$ cat src/skm_pkg.sv
`default_nettype none
// ----------------------------------------------------------------------------
// skm_pkg
// Shared types, codes and scale tables for the last-note-priority key assigner.
// ----------------------------------------------------------------------------
package skm_pkg;

  localparam int HELD_DEPTH = 8;
  localparam int IDX_W      = (HELD_DEPTH > 1) ? $clog2(HELD_DEPTH) : 1;
  localparam int CNT_W      = $clog2(HELD_DEPTH + 1);

  // request codes on the input channel
  localparam logic [1:0] REQ_PRESS   = 2'd0;
  localparam logic [1:0] REQ_RELEASE = 2'd1;
  localparam logic [1:0] REQ_PANIC   = 2'd2;

  // configuration register indexes
  localparam logic [2:0] REG_SCALE   = 3'd0;
  localparam logic [2:0] REG_OCTAVE  = 3'd1;
  localparam logic [2:0] REG_LIVE    = 3'd2;
  localparam logic [2:0] REG_ROOT    = 3'd3;
  localparam logic [2:0] REG_LOWEST  = 3'd4;
  localparam logic [2:0] REG_HIGHEST = 3'd5;

  // scale select codes
  localparam logic [2:0] SCALE_CHROM  = 3'd0;
  localparam logic [2:0] SCALE_MAJOR  = 3'd1;
  localparam logic [2:0] SCALE_MINOR  = 3'd2;
  localparam logic [2:0] SCALE_PENTA  = 3'd3;
  localparam logic [2:0] SCALE_DORIAN = 3'd4;

  localparam int MAX_DEG = 10;

  // interval for each degree, octave wrap already folded in
  localparam logic [4:0] MAJOR_IV  [MAX_DEG+1] =
    '{5'd0, 5'd2, 5'd4, 5'd5, 5'd7, 5'd9, 5'd11, 5'd12, 5'd14, 5'd16, 5'd17};
  localparam logic [4:0] MINOR_IV  [MAX_DEG+1] =
    '{5'd0, 5'd2, 5'd3, 5'd5, 5'd7, 5'd8, 5'd10, 5'd12, 5'd14, 5'd15, 5'd17};
  localparam logic [4:0] PENTA_IV  [MAX_DEG+1] =
    '{5'd0, 5'd3, 5'd5, 5'd7, 5'd10, 5'd12, 5'd15, 5'd17, 5'd19, 5'd22, 5'd24};
  localparam logic [4:0] DORIAN_IV [MAX_DEG+1] =
    '{5'd0, 5'd2, 5'd3, 5'd5, 5'd7, 5'd9, 5'd10, 5'd12, 5'd14, 5'd15, 5'd17};

  typedef enum logic [1:0] {
    EV_NONE    = 2'd0,
    EV_ON      = 2'd1,
    EV_OFF     = 2'd2,
    EV_ALL_OFF = 2'd3
  } ev_kind_t;

  typedef enum logic [1:0] {
    OP_PRESS   = 2'd0,
    OP_RELEASE = 2'd1,
    OP_PANIC   = 2'd2,
    OP_REFUSE  = 2'd3
  } op_t;

  typedef struct packed {
    op_t        op;
    logic [7:0] key;
    logic [6:0] note;
    logic [7:0] vel;
  } cmd_t;

  typedef struct packed {
    logic [7:0] key;
    logic [6:0] note;
    logic [7:0] vel;
  } held_t;

  typedef struct packed {
    logic       accepted;
    ev_kind_t   kind;
    logic [6:0] note;
    logic [7:0] vel;
  } res_t;

  typedef struct packed {
    logic       ok;
    logic [3:0] deg;
  } deg_t;

  typedef enum logic [2:0] {
    S_IDLE,
    S_SEARCH,
    S_SHIFT,
    S_TOP,
    S_EMIT
  } back_state_t;

  function automatic logic [7:0] fold_key(input logic [7:0] code);
    logic [7:0] c;
    c = code;
    if (code >= "A" && code <= "Z") begin
      c = code + 8'd32;
    end
    return c;
  endfunction

  function automatic deg_t key_degree(input logic [7:0] key);
    deg_t d;
    d.ok  = 1'b1;
    d.deg = 4'd0;
    case (key)
      "a":     d.deg = 4'd0;
      "s":     d.deg = 4'd1;
      "d":     d.deg = 4'd2;
      "f":     d.deg = 4'd3;
      "g":     d.deg = 4'd4;
      "h":     d.deg = 4'd5;
      "j":     d.deg = 4'd6;
      "k":     d.deg = 4'd7;
      "l":     d.deg = 4'd8;
      "q":     d.deg = 4'd1;
      "w":     d.deg = 4'd2;
      "e":     d.deg = 4'd3;
      "r":     d.deg = 4'd4;
      "t":     d.deg = 4'd5;
      "y":     d.deg = 4'd6;
      "u":     d.deg = 4'd7;
      "i":     d.deg = 4'd8;
      "o":     d.deg = 4'd9;
      "p":     d.deg = 4'd10;
      default: d.ok  = 1'b0;
    endcase
    return d;
  endfunction

  function automatic logic [4:0] interval_of(input logic [2:0] scale,
                                             input logic [3:0] deg);
    logic [4:0] iv;
    iv = 5'd0;
    if (deg <= 4'(MAX_DEG)) begin
      case (scale)
        SCALE_CHROM:  iv = {1'b0, deg};
        SCALE_MAJOR:  iv = MAJOR_IV[deg];
        SCALE_MINOR:  iv = MINOR_IV[deg];
        SCALE_PENTA:  iv = PENTA_IV[deg];
        SCALE_DORIAN: iv = DORIAN_IV[deg];
        default:      iv = 5'd0;
      endcase
    end
    return iv;
  endfunction

endpackage
`default_nettype wire

$ cat src/scale_key_last_note_priority.sv
`default_nettype none
// ----------------------------------------------------------------------------
// scale_key_last_note_priority
// Monophonic key assigner: maps keyboard rows to scale notes and keeps a
// last-note-priority stack of held keys, reporting note events.
//
//   channel  direction  handshake           payload
//   in_      into block in_push / in_full   req_type, key_code, press_velocity
//   out_     out        out_empty / out_pop accepted, event_kind, note_number,
//                                           event_velocity
//   cfg_     into block cfg_valid/cfg_ready index, data (always ready)
//
// From input transfer to result, the stack engine walks the held stack one
// entry per cycle to find the key, then, for a release, compacts it one entry
// per cycle.
// A two-entry command queue lets the input side keep taking items meanwhile.
// Reset is synchronous, active low; the stack is empty after reset.
// A held result stalls the engine until out_pop takes it.
// ----------------------------------------------------------------------------
module scale_key_last_note_priority import skm_pkg::*; (
  input  wire logic       clk,
  input  wire logic       rst_n,
  input  wire logic       in_push,
  output logic            in_full,
  input  wire logic [1:0] in_req_type,
  input  wire logic [7:0] in_key_code,
  input  wire logic [7:0] in_press_velocity,
  output logic            out_empty,
  input  wire logic       out_pop,
  output logic            out_accepted,
  output logic [1:0]      out_event_kind,
  output logic [6:0]      out_note_number,
  output logic [7:0]      out_event_velocity,
  input  wire logic       cfg_valid,
  output logic            cfg_ready,
  input  wire logic [2:0] cfg_index,
  input  wire logic [6:0] cfg_data
);

  cmd_t front_cmd;
  cmd_t q_head;
  logic q_valid, q_pop;
  logic out_valid;
  res_t out_res;

  skm_front u_front (
    .clk               (clk),
    .rst_n             (rst_n),
    .cfg_valid         (cfg_valid),
    .cfg_ready         (cfg_ready),
    .cfg_index         (cfg_index),
    .cfg_data          (cfg_data),
    .in_req_type       (in_req_type),
    .in_key_code       (in_key_code),
    .in_press_velocity (in_press_velocity),
    .cmd               (front_cmd)
  );

  skm_queue u_queue (
    .clk      (clk),
    .rst_n    (rst_n),
    .push     (in_push),
    .push_cmd (front_cmd),
    .full     (in_full),
    .pop      (q_pop),
    .valid    (q_valid),
    .head     (q_head)
  );

  skm_back u_back (
    .clk       (clk),
    .rst_n     (rst_n),
    .q_valid   (q_valid),
    .q_head    (q_head),
    .q_pop     (q_pop),
    .out_valid (out_valid),
    .out_res   (out_res),
    .out_pop   (out_pop)
  );

  assign out_empty          = !out_valid;
  assign out_accepted       = out_res.accepted;
  assign out_event_kind     = out_res.kind;
  assign out_note_number    = out_res.note;
  assign out_event_velocity = out_res.vel;

endmodule
`default_nettype wire

$ cat src/skm_front.sv
`default_nettype none
// ----------------------------------------------------------------------------
// skm_front
// Configuration registers, key folding, note mapping and request classing.
// ----------------------------------------------------------------------------
module skm_front import skm_pkg::*; (
  input  wire logic       clk,
  input  wire logic       rst_n,
  input  wire logic       cfg_valid,
  output logic            cfg_ready,
  input  wire logic [2:0] cfg_index,
  input  wire logic [6:0] cfg_data,
  input  wire logic [1:0] in_req_type,
  input  wire logic [7:0] in_key_code,
  input  wire logic [7:0] in_press_velocity,
  output cmd_t            cmd
);

  logic [2:0] scale_r,  scale_nxt;
  logic [2:0] octave_r, octave_nxt;
  logic       live_r,   live_nxt;
  logic [6:0] root_r,   root_nxt;
  logic [6:0] lowest_r, lowest_nxt;
  logic [6:0] highest_r, highest_nxt;

  logic [7:0]        key_f;
  deg_t              dg;
  logic [4:0]        iv;
  logic signed [8:0] oct8, oct4, note_s;
  logic              in_range;

  assign cfg_ready = 1'b1;

  always_comb begin
    scale_nxt   = scale_r;
    octave_nxt  = octave_r;
    live_nxt    = live_r;
    root_nxt    = root_r;
    lowest_nxt  = lowest_r;
    highest_nxt = highest_r;
    if (cfg_valid) begin
      unique case (cfg_index)
        REG_SCALE:   scale_nxt   = cfg_data[2:0];
        REG_OCTAVE:  octave_nxt  = cfg_data[2:0];
        REG_LIVE:    live_nxt    = cfg_data[0];
        REG_ROOT:    root_nxt    = cfg_data;
        REG_LOWEST:  lowest_nxt  = cfg_data;
        REG_HIGHEST: highest_nxt = cfg_data;
        default: ;
      endcase
    end
  end

  always_ff @(posedge clk) begin
    if (!rst_n) begin
      scale_r   <= SCALE_CHROM;
      octave_r  <= 3'd0;
      live_r    <= 1'b1;
      root_r    <= 7'd48;
      lowest_r  <= 7'd24;
      highest_r <= 7'd71;
    end else begin
      scale_r   <= scale_nxt;
      octave_r  <= octave_nxt;
      live_r    <= live_nxt;
      root_r    <= root_nxt;
      lowest_r  <= lowest_nxt;
      highest_r <= highest_nxt;
    end
  end

  // note = root + 12 * octave + interval, as a signed 9-bit sum
  always_comb begin
    key_f    = fold_key(in_key_code);
    dg       = key_degree(key_f);
    iv       = interval_of(scale_r, dg.deg);
    oct8     = $signed({{3{octave_r[2]}}, octave_r, 3'b000});
    oct4     = $signed({{4{octave_r[2]}}, octave_r, 2'b00});
    note_s   = $signed({2'b00, root_r}) + oct8 + oct4 + $signed({4'b0000, iv});
    in_range = (note_s >= $signed({2'b00, lowest_r})) &&
               (note_s <= $signed({2'b00, highest_r}));
  end

  always_comb begin
    cmd.key  = key_f;
    cmd.note = note_s[6:0];
    cmd.vel  = in_press_velocity;
    case (in_req_type)
      REQ_PRESS:   cmd.op = (live_r && dg.ok && in_range) ? OP_PRESS : OP_REFUSE;
      REQ_RELEASE: cmd.op = OP_RELEASE;
      REQ_PANIC:   cmd.op = OP_PANIC;
      default:     cmd.op = OP_REFUSE;
    endcase
  end

endmodule
`default_nettype wire

$ cat src/skm_queue.sv
`default_nettype none
// ----------------------------------------------------------------------------
// skm_queue
// Two-entry command queue between the classifying front and the stack engine.
// ----------------------------------------------------------------------------
module skm_queue import skm_pkg::*; (
  input  wire logic clk,
  input  wire logic rst_n,
  input  wire logic push,
  input  cmd_t      push_cmd,
  output logic      full,
  input  wire logic pop,
  output logic      valid,
  output cmd_t      head
);

  cmd_t       slot_r [2];
  logic       wr_ptr_r, wr_ptr_nxt;
  logic       rd_ptr_r, rd_ptr_nxt;
  logic [1:0] cnt_r,    cnt_nxt;
  logic       do_push, do_pop;

  assign full    = (cnt_r == 2'd2);
  assign valid   = (cnt_r != 2'd0);
  assign head    = slot_r[rd_ptr_r];
  assign do_push = push && !full;
  assign do_pop  = pop && valid;

  always_comb begin
    wr_ptr_nxt = do_push ? !wr_ptr_r : wr_ptr_r;
    rd_ptr_nxt = do_pop  ? !rd_ptr_r : rd_ptr_r;
    cnt_nxt    = cnt_r + {1'b0, do_push} - {1'b0, do_pop};
  end

  always_ff @(posedge clk) begin
    if (!rst_n) begin
      wr_ptr_r <= 1'b0;
      rd_ptr_r <= 1'b0;
      cnt_r    <= 2'd0;
    end else begin
      wr_ptr_r <= wr_ptr_nxt;
      rd_ptr_r <= rd_ptr_nxt;
      cnt_r    <= cnt_nxt;
    end
  end

  always_ff @(posedge clk) begin
    if (do_push) begin
      slot_r[wr_ptr_r] <= push_cmd;
    end
  end

endmodule
`default_nettype wire

$ cat src/skm_back.sv
`default_nettype none
// ----------------------------------------------------------------------------
// skm_back
// Held-key stack engine: searches, pushes and compacts the last-note stack
// one entry per cycle, and holds the result for the output side.
// ----------------------------------------------------------------------------
module skm_back import skm_pkg::*; (
  input  wire logic clk,
  input  wire logic rst_n,
  input  wire logic q_valid,
  input  cmd_t      q_head,
  output logic      q_pop,
  output logic      out_valid,
  output res_t      out_res,
  input  wire logic out_pop
);

  back_state_t state_r, state_nxt;

  held_t      held_r [HELD_DEPTH];
  logic [CNT_W-1:0] count_r, count_nxt;
  logic [CNT_W-1:0] idx_r,   idx_nxt;
  cmd_t       cmd_r,   cmd_nxt;
  res_t       res_r,   res_nxt;
  logic       top_r,   top_nxt;
  logic [6:0] rel_r,   rel_nxt;
  logic       out_valid_r, out_valid_nxt;
  res_t       out_res_r,   out_res_nxt;

  logic [IDX_W-1:0] rd_addr, wr_addr;
  held_t            rd_data, wr_data;
  logic             wr_en;
  logic [CNT_W-1:0] count_dec;

  assign out_valid = out_valid_r;
  assign out_res   = out_res_r;
  assign q_pop     = (state_r == S_IDLE) && q_valid;
  assign count_dec = count_r - CNT_W'(1);

  // single read site: new top in S_TOP, search/shift walk at idx otherwise
  assign rd_addr = (state_r == S_TOP) ? count_dec[IDX_W-1:0] : idx_r[IDX_W-1:0];
  assign rd_data = held_r[rd_addr];

  // next state
  always_comb begin
    state_nxt = state_r;
    unique case (state_r)
      S_IDLE: begin
        if (q_valid) begin
          state_nxt = (q_head.op == OP_PRESS || q_head.op == OP_RELEASE) ?
                      S_SEARCH : S_EMIT;
        end
      end
      S_SEARCH: begin
        if (idx_r == count_r) begin
          state_nxt = S_EMIT;
        end else if (rd_data.key == cmd_r.key) begin
          state_nxt = (cmd_r.op == OP_RELEASE) ? S_SHIFT : S_EMIT;
        end
      end
      S_SHIFT: begin
        if (idx_r >= count_r) begin
          state_nxt = (top_r && count_dec != '0) ? S_TOP : S_EMIT;
        end
      end
      S_TOP:  state_nxt = S_EMIT;
      S_EMIT: begin
        if (!out_valid_r) begin
          state_nxt = S_IDLE;
        end
      end
      default: state_nxt = S_IDLE;
    endcase
  end

  // datapath and outputs
  always_comb begin
    count_nxt     = count_r;
    idx_nxt       = idx_r;
    cmd_nxt       = cmd_r;
    res_nxt       = res_r;
    top_nxt       = top_r;
    rel_nxt       = rel_r;
    wr_en         = 1'b0;
    wr_addr       = idx_r[IDX_W-1:0];
    wr_data       = rd_data;
    out_valid_nxt = out_valid_r;
    out_res_nxt   = out_res_r;

    if (out_pop && out_valid_r) begin
      out_valid_nxt = 1'b0;
    end

    unique case (state_r)
      S_IDLE: begin
        if (q_valid) begin
          cmd_nxt = q_head;
          idx_nxt = '0;
          res_nxt = '{accepted: 1'b0, kind: EV_NONE, note: 7'd0, vel: 8'd0};
          if (q_head.op == OP_PANIC) begin
            count_nxt = '0;
            res_nxt   = '{accepted: 1'b1, kind: EV_ALL_OFF, note: 7'd0, vel: 8'd0};
          end
        end
      end
      S_SEARCH: begin
        if (idx_r == count_r) begin
          // key not held
          if (cmd_r.op == OP_PRESS) begin
            if (count_r == CNT_W'(HELD_DEPTH)) begin
              count_nxt = '0;
              res_nxt   = '{accepted: 1'b0, kind: EV_ALL_OFF, note: 7'd0, vel: 8'd0};
            end else begin
              wr_en     = 1'b1;
              wr_addr   = count_r[IDX_W-1:0];
              wr_data   = '{key: cmd_r.key, note: cmd_r.note, vel: cmd_r.vel};
              count_nxt = count_r + CNT_W'(1);
              res_nxt   = '{accepted: 1'b1, kind: EV_ON, note: cmd_r.note,
                            vel: cmd_r.vel};
            end
          end
        end else if (rd_data.key == cmd_r.key) begin
          res_nxt.accepted = 1'b1;
          top_nxt = (idx_r + CNT_W'(1) == count_r);
          rel_nxt = rd_data.note;
          idx_nxt = idx_r + CNT_W'(1);
        end else begin
          idx_nxt = idx_r + CNT_W'(1);
        end
      end
      S_SHIFT: begin
        if (idx_r < count_r) begin
          // move entry down over the released slot
          wr_en   = 1'b1;
          wr_addr = idx_r[IDX_W-1:0] - IDX_W'(1);
          wr_data = rd_data;
          idx_nxt = idx_r + CNT_W'(1);
        end else begin
          count_nxt = count_dec;
          if (top_r && count_dec == '0) begin
            res_nxt = '{accepted: 1'b1, kind: EV_OFF, note: rel_r, vel: 8'd0};
          end
        end
      end
      S_TOP: begin
        res_nxt = '{accepted: 1'b1, kind: EV_ON, note: rd_data.note, vel: rd_data.vel};
      end
      S_EMIT: begin
        if (!out_valid_r) begin
          out_valid_nxt = 1'b1;
          out_res_nxt   = res_r;
        end
      end
      default: ;
    endcase
  end

  always_ff @(posedge clk) begin
    if (!rst_n) begin
      state_r     <= S_IDLE;
      count_r     <= '0;
      out_valid_r <= 1'b0;
    end else begin
      state_r     <= state_nxt;
      count_r     <= count_nxt;
      out_valid_r <= out_valid_nxt;
    end
  end

  always_ff @(posedge clk) begin
    idx_r     <= idx_nxt;
    cmd_r     <= cmd_nxt;
    res_r     <= res_nxt;
    top_r     <= top_nxt;
    rel_r     <= rel_nxt;
    out_res_r <= out_res_nxt;
    if (wr_en) begin
      held_r[wr_addr] <= wr_data;
    end
  end

  a_count_bound: assert property (@(posedge clk) disable iff (!rst_n)
    count_r <= CNT_W'(HELD_DEPTH))
    else $error("held count beyond stack depth");

  a_panic_clears: assert property (@(posedge clk) disable iff (!rst_n)
    (state_r == S_IDLE && q_valid && q_head.op == OP_PANIC) |=> count_r == '0)
    else $error("panic did not clear the stack");

  a_search_walk: assert property (@(posedge clk) disable iff (!rst_n)
    (state_r == S_SEARCH) |-> idx_r <= count_r)
    else $error("search ran past the held entries");

  a_emit_loads: assert property (@(posedge clk) disable iff (!rst_n)
    (state_r == S_EMIT && !out_valid_r) |=> (out_valid_r && state_r == S_IDLE))
    else $error("result not loaded into output register");

endmodule
`default_nettype wire
$ cat config.mk
export PLATFORM = sky130hd
export DESIGN_NAME = scale_key_last_note_priority
export DESIGN_NICKNAME = d
export VERILOG_FILES = /design/src/skm_pkg.sv /design/src/scale_key_last_note_priority.sv /design/src/skm_front.sv /design/src/skm_queue.sv /design/src/skm_back.sv
export SDC_FILE = /design/constraint.sdc
export NUM_CORES = 1
export LEC_CHECK = 0
export ABC_CLOCK_PERIOD_IN_PS = 18500
export BUFFER_PORTS_ARGS = -buffer_cell sky130_fd_sc_hd__buf_2
export CAP_MARGIN = 10
export CORE_MARGIN = 8
export CORE_UTILIZATION = 55
export CTS_BUF_LIST = sky130_fd_sc_hd__clkbuf_4 sky130_fd_sc_hd__clkbuf_8
export CTS_CLUSTER_SIZE = 20
export DETAILED_ROUTE_END_ITERATION = 6
export GPL_ROUTABILITY_DRIVEN = 1
export PLACE_DENSITY = 0.72
export SKIP_LAST_GASP = 1
export SYNTH_ARGS = -nofsm -noshare
export SYNTH_HDL_FRONTEND = slang
export SYNTH_SLANG_ARGS = --single-unit
$ cat constraint.sdc
create_clock -name clk -period 18.5 [get_ports clk]
set_input_delay 2.775 -clock clk [delete_from_list [all_inputs] [get_ports clk]]
set_output_delay 2.775 -clock clk [all_outputs]
set_load 0.005 [all_outputs]
==> impl_metrics.yaml, run 1 <==
run_status:
  status: "completed"
die:
  rows: 63
  core_um2: 29480
  die_h_um: 188.4
  fp.dieArea_um2: 35500
  die_w_um: 188.4
  initial_core_util_pct: 55.47
  io_pins: 54
routing:
  drt_wl_total_um: 34500
  viasPerCell: 5.979
  vias: 10080
  first_pass_iters: 5
  wl_per_cell_um: 20.46
  drtAntennaViolNets: 0
  drcViolationCount: 0
  drt-initial-drc-count: 880
synthesis:
  synth-xor-area-share_pct: 1.064
  synth_flop_cell: "edfxtp_1"
  post_synth_and_or_nand_nor_area_fraction_pct: 8.930
  async_flop_share_pct: 0
  ys_seq_elements: 348
  yosysTopAreaCellShare_pct: 56.38
  synth-seq-area-share_pct: 61.40
  ys_types: 84
  synth-compound-area-share_pct: 9.228
  synth_top_family_by_area: "multiplexers"
  synth_area_um2: 16350
  synth_area_per_cell_um2: 13.78
  synth_area_leaders: "edfxtp_1 56%, mux4_2 6.2%, dfxtp_1 5.0%"
  synthMuxAreaShare_pct: 12.17
  yosys.area.top_type: "edfxtp_1"
  synth_edf_count: 307
  synth_adder_area_share_pct: 3.872
  netlist_instances: 1187
  yosys_warnings: 0
  syn_nets: 1267
cts:
  cts-root-buf: "clkbuf_8"
  htree_num_levels: 2
  ctsResizeCount: 0
  cts.hold.buffers_added: 0
  cts_buffers: 54
  postCtsSetupBuffers: 0
  clk_latency_ps: 590
  clk_pin_slew_worst_paths_ps: 60
  clock_sinks: 348
  tritoncts: "built"
  cts_buffer_depth: 3
global_routing:
  grt_overflow: 0
  grt_antenna_before_repair: 1
  busiest_layer: "met2"
  grt_use_total_pct: 19.27
  grt_pass1_wl_um: 54450
  grt_use_met3_pct: 4.270
  grt_max_degree: 42
  grt_pass1_vias: 10245
  use_met2_pct: 32.14
  grt_use_met1_pct: 24.43
critical_path:
  max_stage_delay_ps: 530
  crit_path_end_kind: "flop"
  crit_path_max_fanout: 22
  startpoint_type: "input pin"
  path_delay_family: "adder cells"
  slowest_stage: "fa_1"
  crit_arrival_ps: 9220
  crit_buf_inv: 3
  critical_path_class: "in -> reg"
  required_ps: 18810
finish:
  final_cells: 1686
  n_antenna_cell: 0
  syn2layout_area_growth_pct: 11.10
  layout-drive-gt1-share_pct: 20.60
  nets: 1331
sta:
  maxSlewViolCount: 0
  hold_violations: 0
  maxSlewHeadroom_pct: 25.01
  final.setup.tns_ps: 0
  setup_violations: 0
  rsz0062_at_grt: "no"
  fin_skew_ps: 27.73
  post-route-period-util_pct: 48.18
  tightest_slew_ps: 1124
  max_freq_mhz: 112.2
  min_period_ps: 8913
power:
  ir_worst_vdd_v: 0.00007904
  power.density_nw_per_um2: 141.5
  leakage_nw: 6.424
run:
  drv_cap: 0
place:
  io_buffers: 52
  dp_cells: 1585
  dpl.hpwl_um: 22330
  gp_congestion: 0.8603
hold_path:
  hold_class: "reg -> reg"
[registers in the layout, indices dropped and copies added, names as in the netlist, 4 cells and up, named ones only]
| name | count |
|---|---|
| u_back.held_r | 184 |
| u_queue.slot_r | 50 |
| u_back.cmd_r | 25 |
| u_back.out_res | 18 |
| u_back.res_r | 18 |
| u_back.rel_r | 7 |
| u_front.highest_r | 7 |
| u_front.lowest_r | 7 |
| u_front.root_r | 7 |
| u_back.count_r | 4 |
| u_back.idx_r | 4 |
[metrics by stage]
| stage | util [%] | power (W) | cell area (µm²) | setup WS (ps) | hold slack (ps) |
|---|---|---|---|---|---|
| floorplan | - | 0.001679 | 16350 | 9843 | 400.3 |
| global placement | 57.56 | 0.001863 | 16970 | 9213 | 401.7 |
| detailed placement | 57.56 | 0.001884 | 16970 | 9006 | 404.5 |
| CTS | 61.62 | 0.002580 | 18170 | 9646 | 420.1 |
| global route | 61.62 | 0.002693 | 18170 | 9134 | 422.7 |
| finish | 61.62 | 0.002570 | 18170 | 9587 | 417.7 |
[where the power goes]
part,internal (W),leakage [nW],total (W),switching (W)
sequential,0.00109,3.14,0.00117,0.0000800
combinational,0.000273,2.66,0.000705,0.000432
clock,0.000401,0.626,0.000696,0.000295
total,0.00176,6.42,0.00257,0.000807
[cell type report]
class                      instances  area [µm²]
fill                            2267       11310
inverter                          65       244.0
clock buffer                      70       888.4
multi-input combinational        713        5809
tap                              390       488.0
sequential                       348       10040
clock inverter                    31       309.0
timing repair buffer              69       387.9
[Yosys cell counts (all sizes together) (6+ instances only)]
cell type,count
or3,6
nand2b,13
o211ai,13
mux2,32
ha,41
a22o,6
a31oi,7
nand3b,7
and2,13
dfxtp,41
a21boi,9
o21a,9
nor2,82
mux4,45
or2,8
xor2,6
o21ai,47
buf,27
fa,6
nand2,83
a21o,7
inv,65
a211oi,12
edfxtp,307
nor3,16
nor2b,26
mux2i,59
a21oi,43
xnor2,13
a22oi,11
nand3,12
clkbuf,34
[routing by layer]
layer  wire (µm)  up-vias
li1            -     4655
met1       14410     4936
met2       16600      409
met3        2466       78
met4        1011        2
met5          11        -
[layout by cell type (no fill, tap or decap), types with 7 or more instances in the layout]
cell      count
nor2b_1      26
o211ai_1     13
clkinv_2      9
nor2_1       74
clkbuf_8     58
inv_1        65
nand2_1      83
nand3b_1      7
nor3_1       13
o21a_1        9
clkinv_1     13
mux4_2       45
and2_1       13
ha_1         41
dfxtp_1      41
clkbuf_4     12
xnor2_1      13
a22oi_1      11
o21ai_0      45
mux2_2       32
a21boi_0      9
a21o_1        7
or2_2         7
nand3_1      12
a31oi_1       7
a21oi_1      43
edfxtp_1    307
mux2i_1      57
buf_4        17
nand2b_1     13
a211oi_1     11
buf_2        52
[cells by family (layout without fill, tap and decap cells)]
group / Yosys count / count (layout)
mux: 136 / 136
buf+inv: 126 / 235
simple gates: 294 / 294
compound gates: 216 / 216
flops: 348 / 348
xor+xnor: 19 / 19
fa+ha+maj: 47 / 47
other cells: 1 / 1
[path summary, 6_finish.rpt]
path	from	to	slack, ps	depth (start not counted)
max reg2reg	u_front.scale_r[1]	u_queue.slot_r[1][24]	12370	24
max	in_key_code[2]	u_queue.slot_r[1][24]	9590	27
min	u_back.res_r[0]	u_back.out_res[0]	420	0
min reg2reg	u_back.res_r[0]	u_back.out_res[0]	420	0
Power figures use the tool's default switching activity.
==> run 2: changes to the inputs <==
--- a/config.mk
+++ b/config.mk
@@ -5,7 +5,8 @@
 export SDC_FILE = /design/constraint.sdc
 export NUM_CORES = 1
 export LEC_CHECK = 0
-export ABC_CLOCK_PERIOD_IN_PS = 18500
+export ABC_AREA = 1
+export ABC_CLOCK_PERIOD_IN_PS = 7500
 export BUFFER_PORTS_ARGS = -buffer_cell sky130_fd_sc_hd__buf_2
 export CAP_MARGIN = 10
 export CORE_MARGIN = 8
@@ -14,7 +15,7 @@
 export CTS_CLUSTER_SIZE = 20
 export DETAILED_ROUTE_END_ITERATION = 6
 export GPL_ROUTABILITY_DRIVEN = 1
-export PLACE_DENSITY = 0.72
+export PLACE_DENSITY = 0.75
 export SKIP_LAST_GASP = 1
 export SYNTH_ARGS = -nofsm -noshare
 export SYNTH_HDL_FRONTEND = slang
==> constraint.sdc (replaced) <==
create_clock -name clk -period 7.5 [get_ports clk]
set_input_delay 1.125 -clock clk [delete_from_list [all_inputs] [get_ports clk]]
set_output_delay 1.125 -clock clk [all_outputs]
set_load 0.005 [all_outputs]
==> run 2 against run 1 <==
  * Area after synthesis down 4.8%
  * Sequential share of layout area up 2.5 points
  * Critical path depth up 5
  * Final cell count up 15%
==> impl_metrics.yaml, run 2 <==
run_status:
  status: "completed"
critical_path:
  critical_path_class: "in -> reg"
  max_stage_delay_ps: 530
  crit_path_end_kind: "flop"
  crit_path_max_fanout: 11
  startpoint_type: "input pin"
  required_ps: 7810
  cp_common_cell: "nand2_1"
  crit_arrival_ps: 6790
  slowest_stage: "fa_1"
cts:
  postCtsSetupBuffers: 0
  tritoncts: "built"
  clk_latency_ps: 580
  cts-root-buf: "clkbuf_8"
  clock_sinks: 348
  cts.hold.buffers_added: 0
  cts_buffers: 55
  ctsResizeCount: 0
  cts_buffer_depth: 3
  clk_pin_slew_worst_paths_ps: 60
  htree_num_levels: 2
sta:
  final.setup.tns_ps: 0
  fin_skew_ps: 24.33
  min_period_ps: 6471
  layout_setup_ws_ps: 1029
  tightest_slew_ps: 1028
  maxSlewHeadroom_pct: 31.46
  post-route-period-util_pct: 86.29
  max_freq_mhz: 154.5
  hold_violations: 0
  rsz0062_at_grt: "no"
  setup_violations: 0
  maxSlewViolCount: 0
place:
  gp_congestion: 0.9345
  dpl_cell_area_um2: 16250
  dpl_worst_slack_ps: 471.5
  dpl.hpwl_um: 20980
  dp_cells: 1843
  io_buffers: 52
synthesis:
  async_flop_share_pct: 0
  yosys.area.top_type: "edfxtp_1"
  ys_types: 55
  ys_seq_elements: 348
  yosysTopAreaCellShare_pct: 59.19
  synth.most_common_cell: "edfxtp_1"
  ys_top_cells_by_count: "307 x edfxtp_1, 273 x nand2_1, 155 x o21ai_0, 152 x nor2_1, 149 x inv_1"
  synth_flop_cell: "edfxtp_1"
  synth_area_um2: 15570
  synth-seq-area-share_pct: 64.46
  syn_nets: 1531
  yosys_warnings: 0
  synth_area_leaders: "edfxtp_1 59%, nand2_1 6.6%, dfxtp_1 5.3%"
  synth_edf_count: 307
  netlist_instances: 1451
  synth_area_per_cell_um2: 10.73
finish:
  final_cell_area_um2: 17370
  largest_reg_flops: 184
  final_cell_mix: "307 x edfxtp_1, 273 x nand2_1, 155 x o21ai_0"
  layout_commonest_cell: "edfxtp_1"
  syn2layout_area_growth_pct: 11.51
  layout-drive-gt1-share_pct: 12.96
  top_register: "u_back.held_r"
  n_antenna_cell: 0
  final_cells: 1944
  fillerInstances: 2182
  reg_top3: "u_back.held_r: 184 flops, u_queue.slot_r: 50 flops, u_back.cmd_r: 25 flops"
  nets: 1602
global_routing:
  grt_antenna_before_repair: 1
  grt_use_total_pct: 20.16
  grt_pass1_vias: 10680
  grt_pass1_wl_um: 54520
  grt_overflow: 0
  grt_max_degree: 61
routing:
  drt-initial-drc-count: 985
  drcViolationCount: 0
  viasPerCell: 5.592
  vias: 10870
  drt_wl_total_um: 34320
  wl_per_cell_um: 17.66
  drtAntennaViolNets: 0
  first_pass_iters: 6
power:
  total_power_w: 0.006403
  power.density_nw_per_um2: 368.7
  leakage_nw: 6.718
  ir_worst_vdd_v: 0.0001826
die:
  core_um2: 27860
  die_w_um: 184.3
  rows: 61
  io_pins: 54
  die_h_um: 184.3
  initial_core_util_pct: 55.91
  fp.dieArea_um2: 33960
hold_path:
  hold_class: "reg -> reg"
run:
  drv_cap: 0
run 2: final timing paths:
path,startpoint,slack (ps),to,depth (start not counted)
worst max-delay path,in_key_code[0],1030,u_queue.slot_r[0][23],32
worst min-delay path,u_back.res_r[13],420,u_back.out_res[13],0
worst max register to register,u_back.count_r[0],2650,u_back.held_r[4][16],11
worst min register to register,u_back.res_r[13],420,u_back.out_res[13],0
run 2: cell type report:
class	instances	area [µm²]	area share (%)
Inverter	160	603.1	3.472
Clock buffer	73	917.1	5.281
Sequential cell	348	10040	57.81
Tap cell	378	473.0	2.723
Clock inverter	28	200.2	1.153
Multi-Input combinational cell	893	4785	27.55
Timing Repair Buffer	64	350.3	2.017
run 2: cells by family (layout without fill, tap and decap cells):
kind of cell / Yosys count / count (layout) / synth area share (%)
buf+inv: 210 / 325 / 5.302
other cells: 1 / 1 / 0.02408
simple gates: 531 / 531 / 14.37
xor+xnor: 10 / 10 / 0.5624
fa+ha+maj: 47 / 47 / 4.065
mux: 1 / 1 / 0.06427
compound gates: 303 / 303 / 11.15
flops: 348 / 348 / 64.46
run 2: power by group:
| part | internal (W) | total, W | leakage [nW] | switching, W |
|---|---|---|---|---|
| combinational | 0.000496 | 0.00190 | 2.98 | 0.00140 |
| sequential | 0.00275 | 0.00289 | 3.15 | 0.000145 |
| clock | 0.000898 | 0.00161 | 0.592 | 0.000715 |
| total | 0.00414 | 0.00640 | 6.72 | 0.00226 |
run 2: per-stage QoR:
| stage | utilization [%] | hold WS [ps] |
|---|---|---|
| 5_1_grt | 62.34 | 428.5 |
| 2_1_floorplan | - | 400.3 |
| 4_1_cts | 62.34 | 421.3 |
| 3_5_place_dp | 58.33 | 404.5 |
| 3_3_place_gp | 58.33 | 403.3 |
| 6_report | 62.34 | 422.0 |
run 2: critical path: cells and delay by family:
family	cells	cell delay [ps]
xor+xnor	1	370
simple gates	15	2090
buf+inv	5	440
fa+ha+maj	5	2050
compound gates	6	710
run 2: metal layers:
layer	global-route usage (%)	up-vias	wire length [µm]
met1	26.54	5126	14600
met5	0	-	8
met3	3.308	61	2720
met2	33.77	488	16320
li1	-	5193	-
met4	6.583	2	670
==> run 3: changes to the inputs <==
--- a/config.mk
+++ b/config.mk
@@ -10,12 +10,11 @@
 export BUFFER_PORTS_ARGS = -buffer_cell sky130_fd_sc_hd__buf_2
 export CAP_MARGIN = 10
 export CORE_MARGIN = 8
-export CORE_UTILIZATION = 55
+export CORE_UTILIZATION = 36
 export CTS_BUF_LIST = sky130_fd_sc_hd__clkbuf_4 sky130_fd_sc_hd__clkbuf_8
 export CTS_CLUSTER_SIZE = 20
 export DETAILED_ROUTE_END_ITERATION = 6
 export GPL_ROUTABILITY_DRIVEN = 1
-export PLACE_DENSITY = 0.75
 export SKIP_LAST_GASP = 1
 export SYNTH_ARGS = -nofsm -noshare
 export SYNTH_HDL_FRONTEND = slang
==> run 3 against run 2 <==
  * Routed wire length up 2.0%
  * Non-clock buffer count did not move
  * Critical path depth unchanged
  * Utilization shrank 21 points
  * First-iteration DRC count shrank 34%
  * Cell area grew 1.8%
  * Critical path type unchanged
  * Count of clock-buffer cells in the layout grew 7
  * Critical endpoint is now u_queue.slot_r[1][24]
  * Clock power grew 4%
  * Largest power group unchanged
  * Sequential cell count is the same
  * Highest routed layer unchanged
  * Global-route usage fell by 6.4 points
  * Via count decreased by 3.1%
  * Fmax increased by 0.28%
==> impl_metrics.yaml, run 3 (same netlist as run 2, synthesis figures left out) <==
die:
  io_pins: 54
  rows: 76
  die_w_um: 224
  initial_core_util_pct: 36.32
  die_h_um: 224
  fp.dieArea_um2: 50180
  core_um2: 42890
cts:
  cts-root-buf: "clkbuf_8"
  cts_buffer_depth: 3
  clk_latency_ps: 620
  htree_num_levels: 2
  clock_sinks: 348
  tritoncts: "built"
  postCtsSetupBuffers: 0
  cts_buffers: 56
  cts.hold.buffers_added: 0
  ctsResizeCount: 0
  clk_pin_slew_worst_paths_ps: 60
sta:
  fin_skew_ps: 34.30
  final.setup.tns_ps: 0
  max_freq_mhz: 155.0
  rsz0062_at_grt: "no"
  setup_violations: 0
  hold_violations: 0
  min_period_ps: 6454
  maxSlewViolCount: 0
  tightest_slew_ps: 1034
  holdWs_ps: 417.1
  post-route-period-util_pct: 86.05
  maxSlewHeadroom_pct: 31.09
place:
  gp_congestion: 0.8212
  io_buffers: 52
  dpl.hpwl_um: 21700
routing:
  drtAntennaViolNets: 0
  drt_wl_total_um: 35000
  drcViolationCount: 0
  first_pass_iters: 6
  viasPerCell: 4.897
  vias: 10533
  drt-initial-drc-count: 649
  wl_per_cell_um: 16.27
global_routing:
  grt_use_total_pct: 13.76
  grt_max_degree: 82
  grt_antenna_before_repair: 4
  grt_pass1_wl_um: 55710
  grt_pass1_vias: 10494
  grt_overflow: 0
critical_path:
  critical_path.reg2reg.startpoint: "u_front.scale_r[0]"
  cp_common_cell: "nand2_1"
  rr_endpoint: "u_queue.slot_r[1][24]"
  critical_path_class: "in -> reg"
  startpoint_type: "input pin"
  r2r.worst_path.cells: 20
  crit_arrival_ps: 6810
  crit_path_end_kind: "flop"
  slowest_stage: "fa_1"
  max_stage_delay_ps: 540
  rrSetupSlack_ps: 2680
  crit_path_max_fanout: 11
  required_ps: 7860
  crit_start: "in_key_code[0]"
  crit_end: "u_queue.slot_r[1][24]"
power:
  power.density_nw_per_um2: 363.5
  ir_worst_vdd_v: 0.0001757
  switching_share_pct: 35.11
  leakage_nw: 6.748
  comb_power_share_pct: 28.9
  switching_power_w: 0.002256
  power_frac_seq_pct: 45.2
  internal_power_w: 0.004169
  clockPowerShare_pct: 25.9
hold_path:
  hp-start: "u_back.res_r[10]"
  hold_class: "reg -> reg"
finish:
  final_cell_mix: "307 x edfxtp_1, 273 x nand2_1, 155 x o21ai_0"
  syn2layout_area_growth_pct: 13.47
  reg_top3: "u_back.held_r: 184 flops, u_queue.slot_r: 50 flops, u_back.cmd_r: 25 flops"
  n_antenna_cell: 0
  layout-drive-gt1-share_pct: 13.35
  largest_reg_flops: 184
  nets: 1603
  top_register: "u_back.held_r"
  fillerInstances: 4112
  layout_commonest_cell: "edfxtp_1"
run_status:
  status: "completed"
run:
  drv_cap: 0
[run 3: metrics by stage]
step | instances | instance area, µm² | util (%) | setup slack (ps) | total power [W]
after floorplan | 1451 | 15570 | - | 1250 | 0.004185
after detailed placement | 2050 | 16510 | 38.50 | 468.3 | 0.004798
after global placement | 2050 | 16510 | 38.50 | 567.5 | 0.004750
after CTS | 2151 | 17670 | 41.21 | 1104 | 0.006475
after global routing | 2151 | 17670 | 41.21 | 559.3 | 0.006832
final | 2151 | 17670 | 41.21 | 1046 | 0.006424
[run 3: critical path: cells and delay by family]
family,cells,cell delay [ps]
XOR/XNOR,1,360
AND/OR/NAND/NOR,15,2110
buffers and inverters,5,430
adder cells (fa/ha/maj),5,2030
AO/OA/AOI/OAI,6,740
[run 3: worst min path at each step]
stage	endpoint	slack, ps	cells after the start
finish	u_back.out_res[10]	420	0
global route	u_back.out_res[10]	430	0
CTS	u_back.out_res[10]	420	0
detailed placement	u_back.out_res[8]	400	0
global placement	u_back.out_res[8]	400	0
floorplan	u_back.out_res[0]	400	0
[run 3: per-layer routing]
metal  global-route usage [%]  wire (µm)  share of wire [%]
met2                    23.07      16370                 47
met1                    17.97      16120                 46
met4                    3.675        686                2.0
met5                        0         42               0.12
met3                    2.825       1785                5.1
[run 3: power by group through the flow]
stage          clock (W)  sequential [W]  combinational [W]
2_1_floorplan          0         0.00286            0.00132
3_3_place_gp           0         0.00293            0.00182
3_5_place_dp           0         0.00294            0.00186
4_1_cts          0.00171         0.00290            0.00187
5_1_grt          0.00178         0.00292            0.00212
6_report         0.00167         0.00290            0.00186
[run 3: final cells by class]
type                            instances  area, µm²  area share [%]
Inverter                              160      603.1           3.412
Clock inverter                         21      168.9          0.9558
Sequential cell                       348      10040           56.81
Multi-Input combinational cell        893       4785           27.07
Clock buffer                           80      994.7           5.628
Tap cell                              585      732.0           4.142
Timing Repair Buffer                   64      350.3           1.982
